## config.mk

```make
export PLATFORM = sky130hd
export DESIGN_NAME = line_rasterizer_core
export DESIGN_NICKNAME = d
export VERILOG_FILES = /design/src/rtl/lnrast_pkg.sv /design/src/rtl/lnrast_dp.sv /design/src/rtl/lnrast_ctrl.sv /design/src/rtl/line_rasterizer_core.sv
export SDC_FILE = /design/constraint.sdc
export NUM_CORES = 1
export LEC_CHECK = 0
export ABC_AREA = 1
export BUFFER_PORTS_ARGS = -buffer_cell sky130_fd_sc_hd__buf_4
export CAP_MARGIN = 20
export CORE_AREA = 3 3 151 153
export CTS_BUF_LIST = sky130_fd_sc_hd__clkbuf_8 sky130_fd_sc_hd__clkbuf_16
export CTS_CLUSTER_SIZE = 40
export DETAILED_ROUTE_END_ITERATION = 10
export DIE_AREA = 0 0 154 156
export HOLD_SLACK_MARGIN = 0.05
export PLACE_DENSITY = 0.54
export SETUP_SLACK_MARGIN = 0.3
export SYNTH_ARGS = -nofsm -noshare
export SYNTH_HDL_FRONTEND = slang
export SYNTH_SLANG_ARGS = --single-unit
```

## constraint.sdc

```tcl
create_clock -name i_clk -period 5.1 [get_ports i_clk]
set_input_delay 0.765 -clock i_clk [delete_from_list [all_inputs] [get_ports i_clk]]
set_output_delay 0.765 -clock i_clk [all_outputs]
set_load 0.01 [all_outputs]
```

## src/rtl/lnrast_pkg.sv

```systemverilog
`default_nettype none

package lnrast_pkg;

    // Fixed field widths of the framebuffer side
    localparam int ROW_WIDTH_BITS  = 7;
    localparam int ADDR_BITS       = 12;
    localparam int ROW_WIDTH_RESET = 64;

    typedef enum logic {
        S_IDLE,
        S_RUN
    } t_state;

    // Controller to datapath
    typedef struct packed {
        logic load;   // take a new segment from the input beat
        logic step;   // advance to the next pixel
    } t_cmd;

    // Datapath to controller
    typedef struct packed {
        logic last;   // current pixel is the final one of the segment
    } t_status;

endpackage

`default_nettype wire

```

## src/rtl/lnrast_dp.sv

```systemverilog
`default_nettype none

module lnrast_dp #(
    parameter int COORD_BITS = 6
) (
    input  wire                                       i_clk,
    input  wire                                       i_rst_n,
    input  lnrast_pkg::t_cmd                          i_cmd,
    output lnrast_pkg::t_status                       o_status,
    input  wire                                       i_cfg_wr_en,
    input  wire  [lnrast_pkg::ROW_WIDTH_BITS-1:0]     i_cfg_wr_data,
    input  wire  [COORD_BITS-1:0]                     i_start_x,
    input  wire  [COORD_BITS-1:0]                     i_start_y,
    input  wire  [COORD_BITS-1:0]                     i_end_x,
    input  wire  [COORD_BITS-1:0]                     i_end_y,
    output logic [COORD_BITS-1:0]                     o_pixel_x,
    output logic [COORD_BITS-1:0]                     o_pixel_y,
    output logic [lnrast_pkg::ADDR_BITS-1:0]          o_pixel_address
);

    localparam int RWB = lnrast_pkg::ROW_WIDTH_BITS;
    localparam int AB  = lnrast_pkg::ADDR_BITS;
    localparam int PW  = COORD_BITS + RWB + 1;

    logic [RWB-1:0]        r_row_width;
    logic [COORD_BITS-1:0] r_x, r_y, r_err, r_steps, r_major, r_minor;
    logic                  r_major_is_x;
    logic                  r_x_inc, r_x_dec, r_y_inc, r_y_dec;
    logic [AB-1:0]         r_addr;

    logic [COORD_BITS-1:0] w_adx, w_ady;
    logic                  w_major_is_x;
    logic [PW-1:0]         w_load_addr;
    logic [COORD_BITS:0]   w_err_sum;
    logic                  w_minor_step, w_x_move, w_y_move;
    logic [COORD_BITS-1:0] n_x, n_y, n_err;
    logic [AB-1:0]         w_dx_addr, w_dy_addr, n_addr;

    // Setup of a new segment
    assign w_adx = (i_end_x >= i_start_x) ? (i_end_x - i_start_x) : (i_start_x - i_end_x);
    assign w_ady = (i_end_y >= i_start_y) ? (i_end_y - i_start_y) : (i_start_y - i_end_y);
    assign w_major_is_x = (w_adx >= w_ady);
    assign w_load_addr  = PW'(i_start_y) * PW'(r_row_width) + PW'(i_start_x);

    // One Bresenham step
    assign w_err_sum    = {1'b0, r_err} + {1'b0, r_minor};
    assign w_minor_step = (w_err_sum >= {1'b0, r_major});
    assign n_err        = w_minor_step ? COORD_BITS'(w_err_sum - {1'b0, r_major})
                                       : COORD_BITS'(w_err_sum);
    assign w_x_move     = r_major_is_x | w_minor_step;
    assign w_y_move     = ~r_major_is_x | w_minor_step;

    always_comb begin
        n_x       = r_x;
        n_y       = r_y;
        w_dx_addr = '0;
        w_dy_addr = '0;
        if (w_x_move) begin
            if (r_x_inc) begin
                n_x       = r_x + 1'b1;
                w_dx_addr = AB'(1);
            end else if (r_x_dec) begin
                n_x       = r_x - 1'b1;
                w_dx_addr = '1;
            end
        end
        if (w_y_move) begin
            if (r_y_inc) begin
                n_y       = r_y + 1'b1;
                w_dy_addr = AB'(r_row_width);
            end else if (r_y_dec) begin
                n_y       = r_y - 1'b1;
                w_dy_addr = AB'(0) - AB'(r_row_width);
            end
        end
        n_addr = r_addr + w_dx_addr + w_dy_addr;
    end

    always_ff @(posedge i_clk) begin
        if (!i_rst_n) begin
            r_row_width <= RWB'(lnrast_pkg::ROW_WIDTH_RESET);
        end else if (i_cfg_wr_en) begin
            r_row_width <= i_cfg_wr_data;
        end
    end

    always_ff @(posedge i_clk) begin
        if (!i_rst_n) begin
            r_x          <= '0;
            r_y          <= '0;
            r_err        <= '0;
            r_major_is_x <= 1'b0;
            r_major      <= '0;
            r_minor      <= '0;
            r_steps      <= '0;
            r_x_inc      <= 1'b0;
            r_x_dec      <= 1'b0;
            r_y_inc      <= 1'b0;
            r_y_dec      <= 1'b0;
            r_addr       <= '0;
        end else if (i_cmd.load) begin
            r_x          <= i_start_x;
            r_y          <= i_start_y;
            r_err        <= '0;
            r_major_is_x <= w_major_is_x;
            r_major      <= w_major_is_x ? w_adx : w_ady;
            r_minor      <= w_major_is_x ? w_ady : w_adx;
            r_steps      <= w_major_is_x ? w_adx : w_ady;
            r_x_inc      <= (i_end_x > i_start_x);
            r_x_dec      <= (i_end_x < i_start_x);
            r_y_inc      <= (i_end_y > i_start_y);
            r_y_dec      <= (i_end_y < i_start_y);
            r_addr       <= AB'(w_load_addr);
        end else if (i_cmd.step) begin
            r_x     <= n_x;
            r_y     <= n_y;
            r_err   <= n_err;
            r_steps <= r_steps - 1'b1;
            r_addr  <= n_addr;
        end
    end

    assign o_status.last   = (r_steps == '0);
    assign o_pixel_x       = r_x;
    assign o_pixel_y       = r_y;
    assign o_pixel_address = r_addr;

endmodule

`default_nettype wire

```

## src/rtl/lnrast_ctrl.sv

```systemverilog
`default_nettype none

module lnrast_ctrl (
    input  wire                 i_clk,
    input  wire                 i_rst_n,
    input  wire                 i_s_tvalid,
    output logic                o_s_tready,
    output logic                o_m_tvalid,
    input  wire                 i_m_tready,
    input  lnrast_pkg::t_status i_status,
    output lnrast_pkg::t_cmd    o_cmd
);

    lnrast_pkg::t_state r_state, n_state;

    always_ff @(posedge i_clk) begin
        if (!i_rst_n) begin
            r_state <= lnrast_pkg::S_IDLE;
        end else begin
            r_state <= n_state;
        end
    end

    always_comb begin
        n_state    = r_state;
        o_s_tready = 1'b0;
        o_m_tvalid = 1'b0;
        o_cmd      = '0;
        case (r_state)
            lnrast_pkg::S_IDLE: begin
                o_s_tready = 1'b1;
                if (i_s_tvalid) begin
                    o_cmd.load = 1'b1;
                    n_state    = lnrast_pkg::S_RUN;
                end
            end
            lnrast_pkg::S_RUN: begin
                o_m_tvalid = 1'b1;
                if (i_m_tready) begin
                    if (i_status.last) begin
                        // last beat leaves; take the next segment at once
                        o_s_tready = 1'b1;
                        if (i_s_tvalid) begin
                            o_cmd.load = 1'b1;
                        end else begin
                            n_state = lnrast_pkg::S_IDLE;
                        end
                    end else begin
                        o_cmd.step = 1'b1;
                    end
                end
            end
            default: begin
                n_state = lnrast_pkg::S_IDLE;
            end
        endcase
    end

endmodule

`default_nettype wire

```

## src/rtl/line_rasterizer_core.sv

```systemverilog
// First pixel: a segment's first pixel beat is offered in the cycle after its input beat.
// Throughput: one pixel per cycle while i_m_tready allows; a segment with major-axis
//   delta N emits N+1 pixels (at most 64 on a 6-bit canvas) and follows the previous
//   segment's last pixel without a gap when taken on that beat; from idle, a gap comes first.
// Reset: i_rst_n is synchronous, active low; it idles the controller, clears the
//   segment state and sets row_width to 64.
`default_nettype none

module line_rasterizer_core #(
    parameter int COORD_BITS = 6
) (
    input  wire                                   i_clk,
    input  wire                                   i_rst_n,
    // configuration: row_width
    input  wire                                   i_cfg_wr_en,
    input  wire  [lnrast_pkg::ROW_WIDTH_BITS-1:0] i_cfg_wr_data,
    // segment input
    input  wire                                   i_s_tvalid,
    output logic                                  o_s_tready,
    // tdata, low to high: start_x, start_y, end_x, end_y, zero pad
    input  wire  [((4*COORD_BITS+7)/8)*8-1:0]     i_s_tdata,
    // pixel output
    output logic                                  o_m_tvalid,
    input  wire                                   i_m_tready,
    // tdata, low to high: pixel_x, pixel_y, pixel_address, zero pad
    output logic [((2*COORD_BITS+lnrast_pkg::ADDR_BITS+7)/8)*8-1:0] o_m_tdata,
    output logic                                  o_m_tlast
);

    localparam int OUT_W = ((2*COORD_BITS+lnrast_pkg::ADDR_BITS+7)/8)*8;

    lnrast_pkg::t_cmd    w_cmd;
    lnrast_pkg::t_status w_status;

    logic [COORD_BITS-1:0]            w_pixel_x;
    logic [COORD_BITS-1:0]            w_pixel_y;
    logic [lnrast_pkg::ADDR_BITS-1:0] w_pixel_address;

    // Controller: idle/run sequencing and both handshakes
    lnrast_ctrl u_ctrl (
        .i_clk      (i_clk),
        .i_rst_n    (i_rst_n),
        .i_s_tvalid (i_s_tvalid),
        .o_s_tready (o_s_tready),
        .o_m_tvalid (o_m_tvalid),
        .i_m_tready (i_m_tready),
        .i_status   (w_status),
        .o_cmd      (w_cmd)
    );

    // Datapath: segment setup, the error-accumulator step, and the running
    // framebuffer address (multiplied once at setup, then stepped by +-1 and
    // +-row_width, all modulo 4096)
    lnrast_dp #(
        .COORD_BITS (COORD_BITS)
    ) u_dp (
        .i_clk           (i_clk),
        .i_rst_n         (i_rst_n),
        .i_cmd           (w_cmd),
        .o_status        (w_status),
        .i_cfg_wr_en     (i_cfg_wr_en),
        .i_cfg_wr_data   (i_cfg_wr_data),
        .i_start_x       (i_s_tdata[COORD_BITS-1:0]),
        .i_start_y       (i_s_tdata[2*COORD_BITS-1:COORD_BITS]),
        .i_end_x         (i_s_tdata[3*COORD_BITS-1:2*COORD_BITS]),
        .i_end_y         (i_s_tdata[4*COORD_BITS-1:3*COORD_BITS]),
        .o_pixel_x       (w_pixel_x),
        .o_pixel_y       (w_pixel_y),
        .o_pixel_address (w_pixel_address)
    );

    // The current pixel registers are the output stage: hold them while stalled
    assign o_m_tdata = OUT_W'({w_pixel_address, w_pixel_y, w_pixel_x});
    assign o_m_tlast = w_status.last;

    // A segment is taken only when no pixel is pending, or the last one leaves now
    a_in_only_when_free: assert property (@(posedge i_clk) disable iff (!i_rst_n)
        o_s_tready |-> (!o_m_tvalid || (o_m_tlast && i_m_tready)))
        else $error("segment accepted while pixels still pending");

    // Every accepted segment produces a pixel beat on the next cycle
    a_first_pixel: assert property (@(posedge i_clk) disable iff (!i_rst_n)
        (i_s_tvalid && o_s_tready) |=> o_m_tvalid)
        else $error("no pixel after segment accept");

    // No bubble inside a segment
    a_no_bubble: assert property (@(posedge i_clk) disable iff (!i_rst_n)
        (o_m_tvalid && i_m_tready && !o_m_tlast) |=> o_m_tvalid)
        else $error("pixel stream broke before the last pixel");

    // After the last pixel without a new segment, the block is free again
    a_back_to_idle: assert property (@(posedge i_clk) disable iff (!i_rst_n)
        (o_m_tvalid && i_m_tready && o_m_tlast && !i_s_tvalid) |=>
        (o_s_tready && !o_m_tvalid))
        else $error("controller did not return to idle");

endmodule

`default_nettype wire
```

==> results of run 1 <==
-- how the worst min path moves through the flow --
stage,end,slack [ns],start,cells past startpoint
after floorplan,u_dp.r_major[5],0.43,u_dp.r_major[5],2
after global placement,u_dp.r_minor[0],0.45,u_dp.r_minor[0],2
after detailed placement,u_dp.r_major[5],0.46,u_dp.r_major[5],2
after CTS,u_dp.r_major[5],0.47,u_dp.r_major[5],2
after global routing,u_dp.r_major[5],0.49,u_dp.r_major[5],2
final,u_dp.r_major[5],0.47,u_dp.r_major[5],2
-- logic make-up after synthesis --
kind of cell,count (synthesis)
XOR/XNOR,40
flip-flops,61
adder cells (fa/ha/maj),134
AO/OA/AOI/OAI,153
AND/OR/NAND/NOR,490
buffers and inverters,259
-- worst register-to-register path, stage by stage (launching register included) --
cell     delay, ns
dfxtp_1       0.31
ha_2          0.21
fa_2          0.38
a31oi_1       0.18
xor2_1        0.19
inv_1         0.09
ha_4          0.28
nand2_1       0.07
nor2_1        0.12
nand2_1       0.07
nand3_1       0.09
nand2_2       0.08
nand3_1       0.11
nand2_1       0.06
inv_1         0.06
nand2_2       0.08
buf_8         0.17
fa_1          0.50
inv_1         0.05
ha_1          0.35
nand2_1       0.09
nand3_1       0.16
a21oi_1       0.12
or2_2         0.28
nand3_1       0.07
nand3_1       0.08
nand3_1       0.10
inv_1         0.04
-- per-stage QoR --
stage | setup slack (ns) | hold slack, ns | power, mW | cell area (um^2)
after global placement | 0.420 | 0.449 | 2.71 | 8200
after CTS | 0.331 | 0.468 | 3.32 | 8470
after global routing | 0.305 | 0.485 | 3.80 | 8610
final | 0.656 | 0.471 | 3.42 | 8610
after detailed placement | 0.357 | 0.456 | 2.72 | 8200
after floorplan | 0.563 | 0.426 | 2.19 | 7510
-- flip-flops by register name, indices dropped and copies added (netlist names) --
name,count
u_dp.o_pixel_address,12
u_dp.r_x_inc,1
u_dp.r_y_dec,1
u_dp.r_row_width,7
u_dp.o_pixel_x,6
u_dp.r_y_inc,1
u_dp.r_minor,6
u_dp.r_major_is_x,1
u_dp.r_major,6
u_dp.r_steps,6
u_dp.o_pixel_y,6
u_dp.r_err,6
u_ctrl.r_state,1
u_dp.r_x_dec,1
-- layer usage --
metal	track usage	wire [um]	vias up
met4	0.0631	675	0
li1	-	-	3670
met3	0.0300	755	43
met1	0.232	9970	3239
met5	0	0	-
met2	0.309	10100	127
-- area by class of cell --
class	instances	share of cell area
Multi-Input combinational cell	817	0.625
Sequential cell	61	0.142
Inverter	225	0.0985
Timing Repair Buffer	71	0.0628
Tap cell	280	0.0407
Clock buffer	9	0.0262
Clock inverter	7	0.00523
-- cells in the final DEF, fill, tap and decap left out, types with 5 or more instances in the layout --
cell,instances
a21oi_1,61
a31oi_1,8
buf_4,70
clkbuf_16,9
dfxtp_1,61
fa_1,42
ha_1,84
ha_4,5
inv_1,219
inv_2,6
nand2_1,304
nand2_2,9
nand3_1,84
nand4_1,18
nor2_1,50
nor3_1,6
o211ai_1,6
o21ai_0,51
o21bai_1,5
or2_2,7
xnor2_1,12
xor2_1,28
-- repair_timing --
action,4_1_cts,5_1_grt
setup buffers,0,4
endpoints found under the setup margin,0,8
resized for setup,0,21
-- where the power goes --
| group | total, mW | internal [mW] | switching (mW) |
|---|---|---|---|
| Sequential | 0.671 | 0.575 | 0.0964 |
| Combinational | 2.17 | 0.855 | 1.31 |
| Clock | 0.580 | 0.326 | 0.254 |
| Total | 3.42 | 1.76 | 1.67 |
==> summary by stage, run 1 <==
Worst setup path
The critical path in this run is classified as register to register. In this run the worst setup path begins at u_dp.r_minor[0]. STA classifies the critical path startpoint as a register. Of all nets on the critical path, the largest fanout is 6. The data required time at the worst endpoint is 5.34 ns.

The cell type group with the largest total delay on the critical path is adder cells. In this design, the critical path's most frequently occurring cell is nand3_1. The worst register-to-register path ends at u_dp.o_pixel_address[6]. The slowest stage of the critical path is the fa_1 cell. STA puts the critical path data arrival time at 4.69 ns.

The largest incremental delay on the critical path is 0.50 ns. For flop-to-flop paths, the worst setup slack is 0.66 ns. The critical path runs through a total of 27 cells.

The length in cells of the worst reg-to-reg path is 27. The critical path endpoint is u_dp.o_pixel_address[6]. The sort of element at the end of the critical path is a register. The number of buffers and inverters on the critical path is 5. The startpoint identified for the worst register-to-register timing path is u_dp.r_minor[0].

Final layout
The area growth from synthesis to layout is 14.6%. The filler cell count in the final layout is 2331. The area occupied by multi-input gates is 5380 um^2. The count of inserted antenna diode cells is 0.

The final net count is 1355. Measured on the finished design, the core utilization comes to 0.397. The area taken by flip-flops and latches is 1220 um^2.

The number of cells in the finished layout apart from fillers is 1470. The fraction of layout instances using a drive strength above 1 is 0.108.

Placement
Detailed placement finished with a half-perimeter wire length of 17100 um. The number of instances in the placed design is 1450. Routability-driven placement finished with a final weighted congestion of 0.869. The number of port buffers is 62.

Routing
The first-pass iteration count of the detailed router is 6. The total detailed-routing wirelength is 21500 um. The vias per cell is 4.82. The DRC violation total after the first TritonRoute iteration is 298. The detail route stage leaves a number of antenna-violating nets equal to 0. The number of remaining DRC errors is 0. The final routed wire length divided by cell count is 14.6 um. Summing over every cut layer, the via total after detailed routing is 7079.

Status
The flow ran to the end, and the final reports show no timing, DRC or antenna violations.

Synthesis
The fraction of the mapped netlist area in adder cells is 0.266. Yosys printed 0 warnings. The synthesized design contains 0 enable-type register cells.

The cell count after synthesis came out at 1137. Averaged over all synthesized cells, the footprint is 6.61 um^2. Of the post-synthesis cell area, the dominant cell type holds 0.163. Synthesis produced a netlist with a net count of 1307. The share of the synthesized area in compound gates (AO/OA/AOI/OAI) is 0.113. After synthesis the netlist holds a flip-flop and latch count of 61. The main combinational cell family by area after synthesis is simple AND/OR/NAND/NOR gates. The fraction of the yosys area taken by sequential cells is 0.163. The largest total area in the synthesized netlist belongs to dfxtp_1. The commonest cells after synthesis are nand2_1, inv_1, ha_1.

The parity-gate share of the synthesized area counting xor and xnor cells is 0.0466. For this run, the leading register cell type out of synthesis is dfxtp_1. By area the synthesized netlist is led by dfxtp_1, nand2_1, ha_1.

In this run the cell area of the synthesized design comes to 7510 um^2. The most frequent cell after synthesis is nand2_1. Of the total synthesized cell area, the portion taken by AND, OR, NAND and NOR gates is 0.277. Yosys mapped the design onto 40 distinct sky130hd cell types.

The multiplexer fraction of the synthesized cell area is 0. The share of flip-flops with an asynchronous set or reset after synthesis is 0.

STA
The share of the clock period used by the worst path after layout is 0.871. Setup violations remaining at the end of the flow were counted as 0. At the pin with the least slew margin, the transition time is 0.844 ns. The fmax is 225 MHz. The setup total negative slack is 0 ns. The smallest clock period supported by the final layout is computed as 4.44 ns. Setup repair after global routing left no endpoint under its margin. The hold violation count in the final report is 0.

The relative slew slack is 0.434. The final number of max-transition violations is 0. On the final layout, the worst clock skew is 0.0110 ns.

Die
The floorplan step set the die width to 154 um. The full die area is 24000 um^2. The core region is 21700 um^2.

The floorplan step set the die height to 156 um. The number of placed I/O pins is 63. The placement row count is 54. The starting density of the core is 0.346.

Power and ir drop
In this run the power density over the cells is 397 nW/um^2. The total leakage power is 4.82 nW. Across the VDD grid, the largest voltage drop is 0.198 mV.

CTS
In this run the deepest clock path goes through 2 buffers. The CTS tree is yes. The clock root buffer is clkbuf_16. Clock latency on the worst-skew pair, taken at its later pin, is 0.35 ns. The clock buffer count from CTS is 9. The clock transition at the registers of the reported paths is 0.06 ns. In this run the number of H-tree levels came out at 3. The total clock sinks is 61.

Buffers inserted to repair hold after CTS numbered 0.

Worst hold path
The min-delay analysis places its worst path in the category register to register.

Job
Across the run, the number of max-cap violations was 0.

Global route
The first-pass GRT wire length is 34900 um. For this run the aggregate overflow at the end of global routing stands at 0. The initial antenna violation count is 0. The total global-route track usage is 0.181. Entering global routing, the biggest net connects 39 pins. The via count of the first global-routing pass is 6883.
No activity file was read; power rests on OpenSTA's default activity.
==> inputs of run 2 (changes only) <==
--- a/config.mk
+++ b/config.mk
@@ -13,7 +13,6 @@
 export CTS_CLUSTER_SIZE = 40
 export DETAILED_ROUTE_END_ITERATION = 10
 export DIE_AREA = 0 0 154 156
-export HOLD_SLACK_MARGIN = 0.05
 export PLACE_DENSITY = 0.54
 export SETUP_SLACK_MARGIN = 0.3
 export SYNTH_ARGS = -nofsm -noshare
==> constraint.sdc (replaced) <==
create_clock -name i_clk -period 5.1 [get_ports i_clk]
set_input_delay 0.255 -clock i_clk [delete_from_list [all_inputs] [get_ports i_clk]]
set_output_delay 0.255 -clock i_clk [all_outputs]
set_load 0.01 [all_outputs]
==> run 2 against run 1 <==
Against the previous run: combinational power up 2%; sequential power barely moved; hold slack worse by 0.35 ns; sequential share of layout area fell by 0.060 points; register-to-register slack worse by 0.06 ns; clock skew shrank 0.0017 ns; routed wire length increased by 1.1%; critical endpoint is now u_dp.o_pixel_address[8]; largest cell class unchanged.
==> summary by stage, run 2 (synthesis gave the netlist of run 1 again) <==
Power and ir drop
The worst voltage drop across the vdd grid is 0.202 mV (+2.1%). The part of the power in the clock network is 0.170 (about the same). The portion of total power attributed to combinational logic was 0.637 (+0.003). The switching portion of total power came to 0.483 (-0.00365). The cell internal power dissipation is 1.79 mW (+2.0%). The total leakage power is 4.85 nW (+0.50%). The power per unit of standard cell area came to 401 nW/um^2 (+0.85%). The part of the total power dissipated in sequential elements is 0.193 (-0.003). The sum of internal, switching and leakage power was 3.47 mW (+1.3%). The total net switching power is 1.67 mW (+0.52%).

CTS
The clock transition at the registers of the reported paths was 0.06 ns (about the same). The H-tree depth reported by CTS came to 3 (unchanged). The CTS tree is yes. The maximum clock insertion buffer count came to 2 (unchanged). The later-pin clock latency in the skew report is 0.35 ns (about the same).

The clock buffer count from CTS is 9 (unchanged). The clock root buffer is clkbuf_16. The total clock sinks is 61 (unchanged). The number of hold buffers added after cts is 0 (unchanged).

Worst setup path
The maximum net fanout on the critical path is 6 (unchanged). The arrival time of data at the critical path endpoint is 4.75 ns (+0.06 ns). The largest incremental delay on the critical path is 0.61 ns (+0.11 ns). The sort of element at the end of the critical path is a register. The kind of critical path is register to register. The slowest stage of the critical path belongs to the cell fa_1. The total buffers and inverters traversed by the critical path is 6 (+1). The data required time at the worst endpoint is 5.34 ns (about the same).

The cell type group with the largest total delay on the critical path is adder cells. The kind of start point of the critical path is a register.

Status
The run finished with clean final reports.

Die
The number of placed I/O pins was 63 (unchanged). The floorplan core area was 21700 um^2 (unchanged). The die boundary width is 154 um (unchanged). The full die area came to 24000 um^2 (unchanged).

The starting density of the core came to 0.346 (unchanged). The placement row count was 54 (unchanged). The overall die height was 156 um (unchanged).

STA
The slew of the pin with the lowest slew margin is 0.825 ns (-0.0189 ns). The number of failing setup endpoints in the final timing report is 0 (unchanged). The hold violation count in the final report is 0 (unchanged). The final number of max-transition violations is 0 (unchanged).

The relative slew slack was 0.447 (+0.0127). The share of the clock period used by the worst path after layout is 0.884 (+0.0127). The worst hold margin is 0.126 ns (-0.345 ns). The final critical path time including I/O delays and setup is 4.51 ns (+0.0649 ns). The setup total negative slack was 0 ns (unchanged). The worst clock skew on the final layout came to 0.00927 ns (-0.00169 ns). The smallest setup slack after layout came to 0.591 ns (-0.0649 ns). The fmax is 222 MHz (-1.4%). Setup repair after global routing left no endpoint under its margin.

Placement
The half-perimeter wire length of the detailed placement result came to 17100 um (about the same). The number of port buffers is 62 (unchanged). The setup slack after placement is 0.331 ns (-0.0257 ns). The placer congestion estimate is 0.859 (-1.2%). The post-detailed-placement cell area is 8200 um^2 (unchanged). The number of instances in the placed design is 1450 (unchanged).

Final layout
The most common cell after layout, fill and taps aside is nand2_1. The number of cells in the finished layout apart from fillers came to 1471 (+0.068%). The count of inserted antenna diode cells was 0 (unchanged). Compared with the post-synthesis result, the final layout area differs by 15.1%.

The final design instance area without fill is 8650 um^2 (+0.42%). The share of the core filled with cells is 0.399 (+0.00167). The flip-flop count of the largest register after layout came to 12 (unchanged). In the layout the commonest cells are nand2_1, inv_1, ha_1, nand3_1, buf_4. The fraction of layout instances using a drive strength above 1 is 0.114 (+0.00579). The final net count is 1358 (+0.22%).

Job
The max-capacitance violation count was 0 (unchanged).

Global route
The total global-route track usage is 0.182 (+0.000894). The largest net degree at the start of global routing is 39 (unchanged). The remaining global-route overflow is 0 (unchanged). The initial antenna violation count is 1 (+1). The first-pass GRT wire length is 35000 um (+0.36%).

The via count of the first global-routing pass is 6898 (+0.22%).

Worst hold path
The class of the worst hold path is input pin to register.

Routing
The remaining antenna violation count came to 0 (unchanged). The via count is 7076 (-0.042%). The total detailed-routing wirelength is 21700 um (+1.1%). The final routed wire length divided by cell count is 14.8 um (+1.1%). The vias per cell is 4.81 (-0.11%). The first-pass iteration count of the detailed router came to 7 (+1). The DRC violation total after the first TritonRoute iteration was 299 (+0.34%). The number of remaining DRC errors is 0 (unchanged).
run 2: routing by layer:
metal	vias up	share of wire	GRT usage	wire length [um]
met2	108	0.48	0.315	10400
met1	3268	0.46	0.236	10000
met5	-	0.00060	0	13
li1	3669	-	-	-
met4	2	0.021	0.0475	463
met3	29	0.036	0.0316	779
run 2: cell type report:
| class | count | area, um^2 |
|---|---|---|
| Fill cell | 2340 | 13000 |
| Multi-Input combinational cell | 817 | 5400 |
| Sequential cell | 61 | 1220 |
| Inverter | 225 | 848 |
| Timing Repair Buffer | 74 | 563 |
| Tap cell | 280 | 350 |
| Clock buffer | 11 | 253 |
| Clock inverter | 3 | 13.8 |
run 2: path summary, 6_finish.rpt:
path	startpoint	to	slack [ns]	depth (start not counted)
worst max-delay path	u_dp.r_minor[0]	u_dp.o_pixel_address[8]	0.59	27
worst max register to register	u_dp.r_minor[0]	u_dp.o_pixel_address[8]	0.59	27
worst min register to register	u_dp.r_major[5]	u_dp.r_major[5]	0.47	2
worst min-delay path	i_cfg_wr_data[6]	u_dp.r_row_width[6]	0.13	3
run 2: worst reg2reg max path: stages, from the launching register on:
cell,delay (ns)
dfxtp_1,0.32
ha_2,0.21
fa_2,0.38
a31oi_1,0.19
xor2_1,0.22
inv_1,0.10
ha_4,0.23
nand2_1,0.08
inv_1,0.05
a21oi_1,0.13
nand3_1,0.10
nand2_2,0.12
nand3_2,0.09
nand2_1,0.08
inv_1,0.05
nand2_2,0.09
buf_8,0.15
clkinvlp_4,0.16
fa_1,0.61
ha_4,0.23
a21o_1,0.22
a21oi_2,0.12
nand2_1,0.09
xor2_1,0.14
nand2_1,0.05
nand3_1,0.07
nand3_1,0.09
inv_1,0.04
run 2: timing repair:
item,4_1_cts,5_1_grt
resized for setup,0,26
endpoints found under the setup margin,0,8
buffers inserted,0,7
hold endpoints to repair,0,0
run 2: power groups by stage:
stage | Sequential [mW] | Combinational (mW) | Clock [mW]
global route | 0.684 | 2.54 | 0.611
finish | 0.669 | 2.21 | 0.589
global placement | 0.681 | 2.02 | 0
floorplan | 0.667 | 1.53 | 0
CTS | 0.671 | 2.05 | 0.602
detailed placement | 0.681 | 2.04 | 0
